<file path="src/rtl/cre_pkg.sv">
// ----------------------------------------------------------------------------
// cre_pkg - shared types and constants for the role election block
// Event and result codes, role encoding, and the structs that carry state,
// configuration, events and results between the modules.
// ----------------------------------------------------------------------------
package cre_pkg;

  localparam int TermWidth = 31;
  localparam int NodeWidth = 4;
  localparam int VoteWidth = 4;

  // Largest cluster the majority rule honors
  localparam logic [NodeWidth-1:0] MAX_CLUSTER = 4'd15;
  // Vote counter saturates here
  localparam logic [VoteWidth-1:0] VOTES_MAX   = 4'd15;
  // Term saturates here
  localparam logic [TermWidth-1:0] TERM_MAX    = {TermWidth{1'b1}};

  // Reset values of the configuration registers
  localparam logic [NodeWidth-1:0] RESET_OWN_NODE_ID  = 4'd0;
  localparam logic [NodeWidth-1:0] RESET_CLUSTER_SIZE = 4'd3;

  // Configuration register indexes
  localparam logic CFG_OWN_NODE_ID  = 1'b0;
  localparam logic CFG_CLUSTER_SIZE = 1'b1;

  // Node role
  typedef enum logic [1:0] {
    ROLE_FOLLOWER  = 2'd0,
    ROLE_CANDIDATE = 2'd1,
    ROLE_LEADER    = 2'd2
  } role_t;

  // Incoming event codes; codes 6 and 7 are ignored
  typedef enum logic [2:0] {
    FUNC_VOTE_REQ      = 3'd0,
    FUNC_VOTE_REPLY    = 3'd1,
    FUNC_APPEND_REQ    = 3'd2,
    FUNC_APPEND_REPLY  = 3'd3,
    FUNC_ELECT_TIMEOUT = 3'd4,
    FUNC_HEARTBEAT     = 3'd5
  } func_t;

  // Outgoing message kinds
  typedef enum logic [2:0] {
    SEND_NONE         = 3'd0,
    SEND_VOTE_REQ     = 3'd1,
    SEND_VOTE_REPLY   = 3'd2,
    SEND_APPEND_REPLY = 3'd3,
    SEND_HEARTBEAT    = 3'd4
  } send_t;

  typedef struct packed {
    role_t                 role;
    logic [TermWidth-1:0]  term;
    logic [NodeWidth-1:0]  vote_target;
    logic                  vote_cast;
    logic [VoteWidth-1:0]  votes_counted;
  } cre_state_t;

  typedef struct packed {
    logic [NodeWidth-1:0] own_node_id;
    logic [NodeWidth-1:0] cluster_size;
  } cre_cfg_t;

  typedef struct packed {
    logic [2:0]           func;
    logic [TermWidth-1:0] msg_term;
    logic [NodeWidth-1:0] msg_candidate;
    logic                 msg_flag;
  } cre_event_t;

  typedef struct packed {
    send_t                send_kind;
    logic [TermWidth-1:0] term;
    logic                 flag;
    logic [NodeWidth-1:0] node;
    role_t                role;
  } cre_result_t;

endpackage

</file>
<file path="src/rtl/cre_cfg_regs.sv">
// ----------------------------------------------------------------------------
// cre_cfg_regs - configuration registers
// Holds own node id and cluster size; a write lands every cycle it is offered.
// ----------------------------------------------------------------------------
module cre_cfg_regs (
  input  logic                             clk,
  input  logic                             rst,
  input  logic                             cfg_valid,
  output logic                             cfg_ready,
  input  logic                             cfg_index,
  input  logic [cre_pkg::NodeWidth-1:0]    cfg_data,
  output cre_pkg::cre_cfg_t                cfg
);
  import cre_pkg::*;

  // always able to take a write
  assign cfg_ready = 1'b1;

  // register file
  always_ff @(posedge clk) begin
    if (rst) begin
      cfg.own_node_id  <= RESET_OWN_NODE_ID;
      cfg.cluster_size <= RESET_CLUSTER_SIZE;
    end else if (cfg_valid) begin
      unique case (cfg_index)
        CFG_OWN_NODE_ID:  cfg.own_node_id  <= cfg_data;
        CFG_CLUSTER_SIZE: cfg.cluster_size <= cfg_data;
        default: ;
      endcase
    end
  end

endmodule

</file>
<file path="src/rtl/cre_step.sv">
// ----------------------------------------------------------------------------
// cre_step - election step logic
// From the current state, configuration and one event, computes the next
// state and the message to send.
// ----------------------------------------------------------------------------
module cre_step (
  input  cre_pkg::cre_state_t  state,
  input  cre_pkg::cre_cfg_t    cfg,
  input  cre_pkg::cre_event_t  ev,
  output cre_pkg::cre_state_t  state_next,
  output cre_pkg::cre_result_t result
);
  import cre_pkg::*;

  logic                 term_hi;
  logic                 term_eq;
  logic                 grant;
  logic [VoteWidth-1:0] votes_inc;
  logic [NodeWidth-1:0] size_eff;
  logic [NodeWidth-2:0] votes_half;
  logic                 reply_win;
  logic                 self_win;
  logic [TermWidth-1:0] term_inc;

  // term compares
  assign term_hi = ev.msg_term > state.term;
  assign term_eq = ev.msg_term == state.term;

  // vote grant: term matches after adoption, and no other candidate holds the vote
  assign grant = (term_hi || term_eq) &&
                 (term_hi || !state.vote_cast || (state.vote_target == ev.msg_candidate));

  // vote counting with saturation
  assign votes_inc = (ev.msg_flag && (state.votes_counted != VOTES_MAX)) ?
                     state.votes_counted + VoteWidth'(1) : state.votes_counted;

  // majority: votes exceed half the (clamped) cluster size
  assign size_eff   = (cfg.cluster_size > MAX_CLUSTER) ? MAX_CLUSTER : cfg.cluster_size;
  assign votes_half = size_eff[NodeWidth-1:1];
  assign reply_win  = votes_inc > {1'b0, votes_half};
  assign self_win   = VoteWidth'(1) > {1'b0, votes_half};

  // saturating term increment
  assign term_inc = (state.term != TERM_MAX) ? state.term + TermWidth'(1) : state.term;

  // next state
  always_comb begin
    state_next = state;
    unique case (func_t'(ev.func))
      FUNC_VOTE_REQ: begin
        if (term_hi) begin
          state_next.role      = ROLE_FOLLOWER;
          state_next.term      = ev.msg_term;
          state_next.vote_cast = 1'b0;
        end
        if (grant) begin
          state_next.vote_cast   = 1'b1;
          state_next.vote_target = ev.msg_candidate;
        end
      end
      FUNC_VOTE_REPLY: begin
        if (state.role == ROLE_CANDIDATE) begin
          if (term_hi) begin
            state_next.role      = ROLE_FOLLOWER;
            state_next.term      = ev.msg_term;
            state_next.vote_cast = 1'b0;
          end else if (term_eq) begin
            if (reply_win) begin
              state_next.role          = ROLE_LEADER;
              state_next.votes_counted = '0;
            end else begin
              state_next.votes_counted = votes_inc;
            end
          end
        end
      end
      FUNC_APPEND_REQ: begin
        if (term_hi) begin
          state_next.term      = ev.msg_term;
          state_next.vote_cast = 1'b0;
        end
        if (term_hi || term_eq) begin
          state_next.role = ROLE_FOLLOWER;
        end
      end
      FUNC_APPEND_REPLY: begin
        if (term_hi) begin
          state_next.role      = ROLE_FOLLOWER;
          state_next.term      = ev.msg_term;
          state_next.vote_cast = 1'b0;
        end
      end
      FUNC_ELECT_TIMEOUT: begin
        if (state.role != ROLE_LEADER) begin
          state_next.term        = term_inc;
          state_next.vote_cast   = 1'b1;
          state_next.vote_target = cfg.own_node_id;
          if (self_win) begin
            state_next.role          = ROLE_LEADER;
            state_next.votes_counted = '0;
          end else begin
            state_next.role          = ROLE_CANDIDATE;
            state_next.votes_counted = VoteWidth'(1);
          end
        end
      end
      default: ;
    endcase
  end

  // outgoing message
  always_comb begin
    result.send_kind = SEND_NONE;
    result.term      = state_next.term;
    result.flag      = 1'b0;
    result.node      = '0;
    result.role      = state_next.role;
    unique case (func_t'(ev.func))
      FUNC_VOTE_REQ: begin
        result.send_kind = SEND_VOTE_REPLY;
        result.flag      = grant;
      end
      FUNC_VOTE_REPLY: begin
        if (state_next.role == ROLE_LEADER) begin
          result.send_kind = SEND_HEARTBEAT;
          result.node      = cfg.own_node_id;
        end
      end
      FUNC_APPEND_REQ: begin
        result.send_kind = SEND_APPEND_REPLY;
        result.flag      = term_hi || term_eq;
      end
      FUNC_ELECT_TIMEOUT: begin
        if (state.role != ROLE_LEADER) begin
          result.send_kind = SEND_VOTE_REQ;
          result.node      = cfg.own_node_id;
        end
      end
      FUNC_HEARTBEAT: begin
        if (state.role == ROLE_LEADER) begin
          result.send_kind = SEND_HEARTBEAT;
          result.node      = cfg.own_node_id;
        end
      end
      default: ;
    endcase
  end

endmodule

</file>
<file path="src/rtl/consensus_role_election_fsm.sv">
// ----------------------------------------------------------------------------
// consensus_role_election_fsm - leader election state machine for one node
// Event in, one outgoing message descriptor out per event.
// ----------------------------------------------------------------------------
// Usage:
//   Event channel (evt_valid/evt_stall): one received message or timer expiry
//   per item. Result channel (res_valid/res_stall): exactly one item per
//   event, carrying the message to send, the current term and the new role.
//   Config channel (cfg_valid/cfg_ready): own node id (index 0) and cluster
//   size (index 1); write only while no event is in flight.
// Pipeline: two register stages, the event register and the result register.
// Throughput: one event per cycle while no result is held under res_stall;
//   the role/term/vote registers update in the cycle the event moves from
//   the event register to the result register.
// Stall: while the result register holds an item under res_stall, the event
//   register still takes one item; evt_stall rises only when both are full.
// Reset: synchronous; role follower, term 0, no vote cast, count 0,
//   own node id 0, cluster size 3, both stages empty.
// ----------------------------------------------------------------------------
module consensus_role_election_fsm (
  input  logic                           clk,
  input  logic                           rst,
  // configuration
  input  logic                           cfg_valid,
  output logic                           cfg_ready,
  input  logic                           cfg_index,
  input  logic [cre_pkg::NodeWidth-1:0]  cfg_data,
  // events
  input  logic                           evt_valid,
  output logic                           evt_stall,
  input  logic [2:0]                     func,
  input  logic [cre_pkg::TermWidth-1:0]  msg_term,
  input  logic [cre_pkg::NodeWidth-1:0]  msg_candidate,
  input  logic                           msg_flag,
  // results
  output logic                           res_valid,
  input  logic                           res_stall,
  output logic [2:0]                     send_kind,
  output logic [cre_pkg::TermWidth-1:0]  out_term,
  output logic                           out_flag,
  output logic [cre_pkg::NodeWidth-1:0]  out_node,
  output logic [1:0]                     role_now
);
  import cre_pkg::*;

  cre_cfg_t    cfg;
  cre_event_t  ev;
  logic        ev_valid;
  cre_state_t  state;
  cre_state_t  state_next;
  cre_result_t result;
  cre_result_t res;
  logic        res_free;
  logic        evt_accept;

  cre_cfg_regs u_cfg (
    .clk       (clk),
    .rst       (rst),
    .cfg_valid (cfg_valid),
    .cfg_ready (cfg_ready),
    .cfg_index (cfg_index),
    .cfg_data  (cfg_data),
    .cfg       (cfg)
  );

  // handshake
  assign res_free   = !res_valid || !res_stall;
  assign evt_stall  = ev_valid && !res_free;
  assign evt_accept = evt_valid && !evt_stall;

  // event register
  always_ff @(posedge clk) begin
    if (rst) begin
      ev_valid <= 1'b0;
    end else if (!evt_stall) begin
      ev_valid <= evt_valid;
    end
  end

  always_ff @(posedge clk) begin
    if (evt_accept) begin
      ev.func          <= func;
      ev.msg_term      <= msg_term;
      ev.msg_candidate <= msg_candidate;
      ev.msg_flag      <= msg_flag;
    end
  end

  cre_step u_step (
    .state      (state),
    .cfg        (cfg),
    .ev         (ev),
    .state_next (state_next),
    .result     (result)
  );

  // election state, updated as each event retires
  always_ff @(posedge clk) begin
    if (rst) begin
      state.role          <= ROLE_FOLLOWER;
      state.term          <= '0;
      state.vote_target   <= '0;
      state.vote_cast     <= 1'b0;
      state.votes_counted <= '0;
    end else if (ev_valid && res_free) begin
      state <= state_next;
    end
  end

  // result register
  always_ff @(posedge clk) begin
    if (rst) begin
      res_valid <= 1'b0;
    end else if (res_free) begin
      res_valid <= ev_valid;
    end
  end

  always_ff @(posedge clk) begin
    if (ev_valid && res_free) begin
      res <= result;
    end
  end

  assign send_kind = res.send_kind;
  assign out_term  = res.term;
  assign out_flag  = res.flag;
  assign out_node  = res.node;
  assign role_now  = res.role;

endmodule

</file>
<file path="config.mk">
export PLATFORM = sky130hd
export DESIGN_NAME = consensus_role_election_fsm
export DESIGN_NICKNAME = d
export VERILOG_FILES = /design/src/rtl/cre_pkg.sv /design/src/rtl/cre_cfg_regs.sv /design/src/rtl/cre_step.sv /design/src/rtl/consensus_role_election_fsm.sv
export SDC_FILE = /design/constraint.sdc
export NUM_CORES = 1
export LEC_CHECK = 0
export BUFFER_PORTS_ARGS = -buffer_cell sky130_fd_sc_hd__buf_2
export CORE_ASPECT_RATIO = 2
export CORE_MARGIN = 3
export CORE_UTILIZATION = 58
export CTS_CLUSTER_DIAMETER = 120
export DETAILED_ROUTE_END_ITERATION = 8
export GPL_TIMING_DRIVEN = 1
export PLACE_DENSITY = 0.85
export SETUP_SLACK_MARGIN = 0.1
export SYNTH_ARGS = -nofsm -noshare
export SYNTH_HDL_FRONTEND = slang
export SYNTH_SLANG_ARGS = --single-unit
</file>
<file path="constraint.sdc">
create_clock -name clk -period 3.7 [get_ports clk]
set_clock_uncertainty 0.2 [all_clocks]
set_input_delay 0.74 -clock clk [delete_from_list [all_inputs] [get_ports clk]]
set_output_delay 0.74 -clock clk [all_outputs]
set_load 0.01 [all_outputs]
</file>
==> impl_metrics.py, run 1 <==
metrics = {
    "critical_path": {
        "cp_slowest_cell": "dfxtp_1",
        "crit_path_max_fanout": 5,
        "critPathTopFamily": "compound AO/OA/AOI/OAI gates",
        "start_kind": "flop",
        "max_stage_delay_ns": 0.41,
        "crit_buf_inv": 0,
        "required_ns": 3.67,
        "path_cells": "ha_1, nand3_1, nand2_1, mux2_2, ha_1, nor2b_1, o21a_1, o21ai_2, a211o_1, a31oi_2, a211oi_2, o21a_1, nor2b_1",
        "crit_type": "flop to flop",
        "cp.arrival_ns": 3.45,
        "end_kind": "flop",
    },
    "synthesis": {
        "async_flop_share": 0,
        "ys_ff_latch": 131,
        "synth-adder-area-share": 0.06267,
        "synth_compound_area_frac": 0.1992,
        "ys_seq_area_frac": 0.4763,
        "synthFlopType": "edfxtp_1",
        "synth_top_family_by_area": "compound AO/OA/AOI/OAI gates",
        "yosys.area.top_type": "edfxtp_1",
        "synth.mux.area_fraction": 0.01584,
        "yosysTopAreaCellShare": 0.3343,
        "synth_nets": 821,
        "yosys_warnings": 0,
        "synth_edf_count": 80,
        "yosys.cell_types.count": 81,
        "avgSynthCellArea_um2": 9.765,
        "synthXorXnorAreaFrac": 0.008531,
        "synth_area_mm2": 0.007187,
        "syn_inst": 736,
        "synth.area.top_cells": "edfxtp_1, dfxtp_1, ha_1",
        "yosys.area_share.simple": 0.1927,
    },
    "placement": {
        "pre_cts_ws_ns": 0.1724,
        "place.gp.congestion": 0.9551,
        "numPortBuffers": 91,
        "dp_hpwl_mm": 15.38,
    },
    "routing": {
        "drcViolationCount": 0,
        "detailroute.via_count": 6902,
        "drt_iter0_drc": 763,
        "drtAntennaViolNets": 0,
        "viasPerCell": 6.937,
        "routedWlPerCell_um": 22.81,
        "drt-pass1-iter-count": 8,
        "drt-total-wl_mm": 22.69,
    },
    "clock_network": {
        "cts_hold_buffers": 0,
        "cts_made_buffers": 17,
        "cts_tree": "built",
        "clkSinkCount": 131,
        "ctsRootBufferMaster": "clkbuf_16",
        "cts_buffer_depth": 2,
        "clock_latency_ns": 0.42,
        "cts_htree_levels": 4,
        "path_clk_slew_ns": 0.06,
    },
    "final_layout": {
        "mostFrequentLayoutCells": "buf_2, edfxtp_1, a21oi_1",
        "multi_input_area_mm2": 0.003473,
        "final_common_cell": "buf_2",
        "final_nets": 922,
        "drive_gt1_frac": 0.2129,
        "area_delta_synth_final_pct": 18.75,
        "seq_area_mm2": 0.003423,
        "fillers": 892,
        "num_antenna_cells": 0,
    },
    "die": {
        "placementRows": 56,
        "die_y_um": 163.4,
        "dieWidth_um": 84.71,
        "dieArea_mm2": 0.01384,
        "start_util": 0.6034,
        "design.core.area_mm2": 0.01191,
        "io_pins": 93,
    },
    "timing": {
        "post-route-period-util": 0.9398,
        "relSlewSlack": 0.5891,
        "fmax_ghz": 0.2876,
        "tightest_slew_ns": 0.6141,
        "setup-violations-final": 0,
        "drv_slew": 0,
        "hold_viol": 0,
        "grt_setup_unrepaired": "false",
        "tns_ns": 0,
        "fin_crit_ns": 3.477,
        "setup_slack_ns": 0.2228,
    },
    "run": {
        "maxCapViolations": 0,
    },
    "power": {
        "powerDensity_mw_per_mm2": 473.5,
        "p_total_mw": 4.041,
        "max-vdd-ir-drop_mv": 0.3859,
        "power_leakage_nw": 3.281,
    },
    "global_routing": {
        "grt_usage": 0.3308,
        "met2_usage": 0.5817,
        "grt_util_met3": 0.06259,
        "grt.overflow.total": 0,
        "grt_pass1_wl_mm": 35.74,
        "antenna_found_initial": 0,
        "grt_max_degree": 40,
        "busiest_layer": "met2",
        "met1_usage": 0.3542,
        "grt_pass1_vias": 6992,
    },
    "min_path": {
        "hold_path_class": "input pin to flop",
    },
    "status": {
        "status": "finished, final reports clean",
    },
}
timing repair:
| item | 4_1_cts | 5_1_grt |
|---|---|---|
| buffers inserted | 0 | 1 |
| resized for setup | 1 | 4 |
| pin swaps | 0 | 1 |
| setup endpoints to repair | 4 | 7 |
layout make-up:
cell class                      count  area share
Clock inverter                      6    0.005278
Tap cell                          145     0.02126
Inverter                           43     0.01891
Sequential cell                   131      0.4011
Clock buffer                       26     0.07110
Timing Repair Buffer              116     0.07536
Multi-Input combinational cell    528      0.4070
synthesized netlist by cell type, types with 4 or more instances:
cell / number
or3_1: 4
mux2i_1: 8
nor3_1: 27
and4_1: 4
clkbuf_1: 22
nor4_1: 6
o21ai_0: 37
xor2_1: 5
ha_1: 36
nand2_1: 60
o21a_1: 10
a21o_1: 5
a221oi_1: 9
a221o_1: 6
a21oi_1: 61
nor2_1: 56
a211oi_1: 10
a31oi_1: 17
nand2b_1: 5
nand4_1: 24
inv_1: 42
and3_1: 6
nand3_1: 36
o31ai_1: 4
o22ai_1: 4
nor2b_1: 14
buf_2: 8
a22oi_1: 6
dfxtp_1: 51
o211ai_1: 4
edfxtp_1: 80
stage by stage:
stage	instance area, um^2	hold slack, ns	instances	util
final	8534	0.2887	995	0.7165
after detailed placement	7855	0.2812	962	0.6595
after CTS	8512	0.2882	994	0.7146
after global routing	8534	0.2825	995	0.7165
after global placement	7855	0.2569	962	0.6595
after floorplan	7187	0.2490	736	-
power breakdown:
| part | internal [mW] | total [mW] | switching [mW] |
|---|---|---|---|
| logic | 0.191 | 0.539 | 0.347 |
| clock network | 1.14 | 1.79 | 0.653 |
| registers | 1.64 | 1.71 | 0.0684 |
| total | 2.97 | 4.04 | 1.07 |
worst paths after layout:
check	start	end	slack [ns]	cells past startpoint
worst max-delay path	state[0]	out_node[1]	0.22	13
worst min-delay path	msg_term[15]	ev[20]	0.29	1
worst max register to register	state[0]	out_node[1]	0.22	13
worst min register to register	ev_valid	res_valid	0.30	2
worst register-to-register path: stages, from the launching register on:
cell and delay, ns:
dfxtp_1 0.41, ha_1 0.24, nand3_1 0.09, nand2_1 0.16
mux2_2 0.37, ha_1 0.29, nor2b_1 0.14, o21a_1 0.17
o21ai_2 0.16, a211o_1 0.20, a31oi_2 0.13, a211oi_2 0.33
o21a_1 0.24, nor2b_1 0.08
state kept, by name, summed over array words and instances (netlist names):
register,cells
state,42
ev,39
out_term,31
u_cfg.cfg,7
out_node,4
send_kind,3
role_now,2
ev_valid,1
out_flag,1
res_valid,1
cell families after synthesis:
logic type | Yosys count
DFF | 131
muxes | 11
AOI/OAI and AO/OA | 209
xor gates and xnor gates | 7
other | 1
and+or+nand+nor | 264
buffers and inverters | 77
adders and majority gates | 36
metal layers:
| metal | share of wire | up-vias | wire length, um |
|---|---|---|---|
| met4 | 0.075 | 0 | 1702 |
| met2 | 0.50 | 531 | 11420 |
| met3 | 0.084 | 167 | 1916 |
| met5 | 0 | - | 0 |
| met1 | 0.34 | 3206 | 7651 |
| li1 | - | 2998 | - |
No activity file was read; power rests on OpenSTA's default activity.
==> run 2: changes to the inputs <==
--- a/config.mk
+++ b/config.mk
@@ -8,11 +8,11 @@
 export BUFFER_PORTS_ARGS = -buffer_cell sky130_fd_sc_hd__buf_2
 export CORE_ASPECT_RATIO = 2
 export CORE_MARGIN = 3
-export CORE_UTILIZATION = 58
+export CORE_UTILIZATION = 25
 export CTS_CLUSTER_DIAMETER = 120
 export DETAILED_ROUTE_END_ITERATION = 8
 export GPL_TIMING_DRIVEN = 1
-export PLACE_DENSITY = 0.85
+export PLACE_DENSITY = 0.46
 export SETUP_SLACK_MARGIN = 0.1
 export SYNTH_ARGS = -nofsm -noshare
 export SYNTH_HDL_FRONTEND = slang
==> constraint.sdc (replaced) <==
create_clock -name clk -period 3.7 [get_ports clk]
set_clock_uncertainty 0.2 [all_clocks]
set_input_delay 0.185 -clock clk [delete_from_list [all_inputs] [get_ports clk]]
set_output_delay 0.185 -clock clk [all_outputs]
set_load 0.01 [all_outputs]
==> run 2 against run 1 <==
Fmax up 3.0%. Global-route usage down 17 points. Clock-buffer cell count down 7. Worst setup slack improved by 0.10 ns. Routed wire length increased by 11%. Clock power fell by 8%. Design area is 9.2% higher. Critical endpoint unchanged. Highest routed layer unchanged.
==> impl_metrics.py, run 2 (synthesis gave the netlist of run 1 again) <==
metrics = {
    "final_layout": {
        "drive_gt1_frac": 0.2116,
        "final_nets": 984,
        "fillers": 2943,
        "area_delta_synth_final_pct": 29.63,
        "top_register": "state",
        "mostFrequentLayoutCells": "buf_2, edfxtp_1, a21oi_1",
        "largest_reg_flops": 42,
        "num_antenna_cells": 0,
        "seq_area_mm2": 0.003425,
        "multi_input_area_mm2": 0.003461,
        "final_common_cell": "buf_2",
    },
    "timing": {
        "fmax_ghz": 0.2962,
        "tightest_slew_ns": 0.6039,
        "relSlewSlack": 0.5959,
        "setup-violations-final": 0,
        "hold_viol": 0,
        "tns_ns": 0,
        "grt_setup_unrepaired": "false",
        "fin_crit_ns": 3.376,
        "drv_slew": 0,
        "post-route-period-util": 0.9125,
    },
    "status": {
        "status": "finished, final reports clean",
    },
    "min_path": {
        "hold_end": "ev_valid",
        "min_path_cells": 3,
        "hp-start": "rst",
        "hold_path_class": "input pin to flop",
    },
    "placement": {
        "dp_hpwl_mm": 18.70,
        "numPortBuffers": 91,
        "place.gp.congestion": 0.9077,
    },
    "global_routing": {
        "grt.overflow.total": 0,
        "grt_usage": 0.1633,
        "grt_max_degree": 40,
        "grt_pass1_wl_mm": 38.21,
        "antenna_found_initial": 0,
        "grt_pass1_vias": 6700,
    },
    "die": {
        "dieArea_mm2": 0.03094,
        "die_y_um": 245.8,
        "io_pins": 93,
        "placementRows": 87,
        "start_util": 0.2539,
        "design.core.area_mm2": 0.02830,
        "dieWidth_um": 125.9,
    },
    "critical_path": {
        "r2r_start": "state[1]",
        "crit_type": "flop to flop",
        "crit_start": "state[1]",
        "cp.arrival_ns": 3.47,
        "rr_worst_depth": 13,
        "end_kind": "flop",
        "start_kind": "flop",
        "required_ns": 3.80,
        "crit_path_max_fanout": 4,
        "r2r_slack_ns": 0.32,
        "worstReg2RegEnd": "out_node[1]",
    },
    "power": {
        "max-vdd-ir-drop_mv": 0.3561,
        "internal_power_mw": 2.826,
        "power_frac_seq": 0.433,
        "power.share.switching": 0.2811,
        "powerDensity_mw_per_mm2": 422.0,
        "power_frac_comb": 0.150,
        "p_total_mw": 3.932,
        "p_sw_mw": 1.105,
        "power_leakage_nw": 3.508,
        "power_frac_clock": 0.416,
    },
    "routing": {
        "routedWlPerCell_um": 19.93,
        "detailroute.via_count": 6500,
        "drt-pass1-iter-count": 5,
        "drcViolationCount": 0,
        "drt-total-wl_mm": 25.27,
        "viasPerCell": 5.126,
        "drtAntennaViolNets": 0,
        "drt_iter0_drc": 363,
    },
    "clock_network": {
        "cts_htree_levels": 4,
        "path_clk_slew_ns": 0.06,
        "cts_made_buffers": 17,
        "clock_latency_ns": 0.45,
        "cts_buffer_depth": 2,
        "cts_tree": "built",
        "clkSinkCount": 131,
        "ctsRootBufferMaster": "clkbuf_16",
    },
    "run": {
        "maxCapViolations": 0,
    },
}
run 2: cell types whose count changed in the layout (fill, tap and decap cells not counted), sizes merged:
cell / previous run / this run
buf: 116 / 128
bufinv: 0 / 1
clkbuf: 26 / 19
clkinv: 4 / 7
dlygate4sd3: 0 / 50
inv: 44 / 47
run 2: how the worst max path moves through the flow:
| stage | end | slack (ns) | cells after the start |
|---|---|---|---|
| after floorplan | out_node[0] | 0.51 | 13 |
| after CTS | out_node[0] | 0.19 | 13 |
| after detailed placement | out_node[0] | 0.21 | 13 |
| after global routing | out_node[0] | 0.11 | 13 |
| final | out_node[1] | 0.32 | 13 |
| after global placement | out_node[2] | 0.26 | 13 |
run 2: power by group through the flow:
stage | combinational, mW | clock, mW | sequential (mW)
2_1_floorplan | 0.318 | 0 | 1.73
3_3_place_gp | 0.547 | 0 | 1.74
3_5_place_dp | 0.548 | 0 | 1.74
4_1_cts | 0.591 | 1.68 | 1.71
5_1_grt | 0.649 | 1.74 | 1.71
6_report | 0.590 | 1.64 | 1.70
run 2: stage by stage:
stage / hold WS, ns / setup slack [ns] / std cells / area [um^2] / util
final: 0.01688 / 0.3238 / 1268 / 9316 / 0.3292
after global routing: 0.02692 / 0.1098 / 1268 / 9316 / 0.3292
after CTS: 0.01133 / 0.1874 / 1268 / 9308 / 0.3289
after detailed placement: 0.1631 / 0.2116 / 1186 / 8242 / 0.2912
after global placement: 0.1614 / 0.2608 / 1186 / 8242 / 0.2912
after floorplan: 0.08387 / 0.5103 / 736 / 7187 / -
run 2: cell type report:
type	count	area share
multi-input cells	528	0.3715
well taps	356	0.04781
clock inverters	13	0.01316
flip-flops and latches	131	0.3676
inverters	43	0.01732
repair buffers	178	0.1351
clock buffers	19	0.04754
run 2: timing repair:
action / CTS / global route
endpoints found under the setup margin: 0 / 5
setup buffers: 0 / 0
endpoints found under the hold margin: 48 / 0
hold buffers: 50 / 0
gates resized for setup: 0 / 4
run 2: critical path, stage by stage, from the launching register on:
cell	delay, ns
dfxtp_1	0.37
ha_2	0.22
nand3_1	0.09
nand2_1	0.16
mux2_2	0.37
ha_1	0.29
nor2b_1	0.15
o21a_1	0.12
o21ai_1	0.09
a2111oi_2	0.37
nor2_1	0.12
or3_1	0.32
o21a_1	0.24
nor2b_1	0.13
run 2: metal layers:
| metal | global-route usage | vias to the layer above | wire, um |
|---|---|---|---|
| met5 | 0 | - | 0 |
| met3 | 0.02891 | 52 | 885 |
| met1 | 0.1597 | 3157 | 9018 |
| met2 | 0.3179 | 170 | 14320 |
| li1 | - | 3121 | - |
| met4 | 0.08749 | 0 | 1046 |
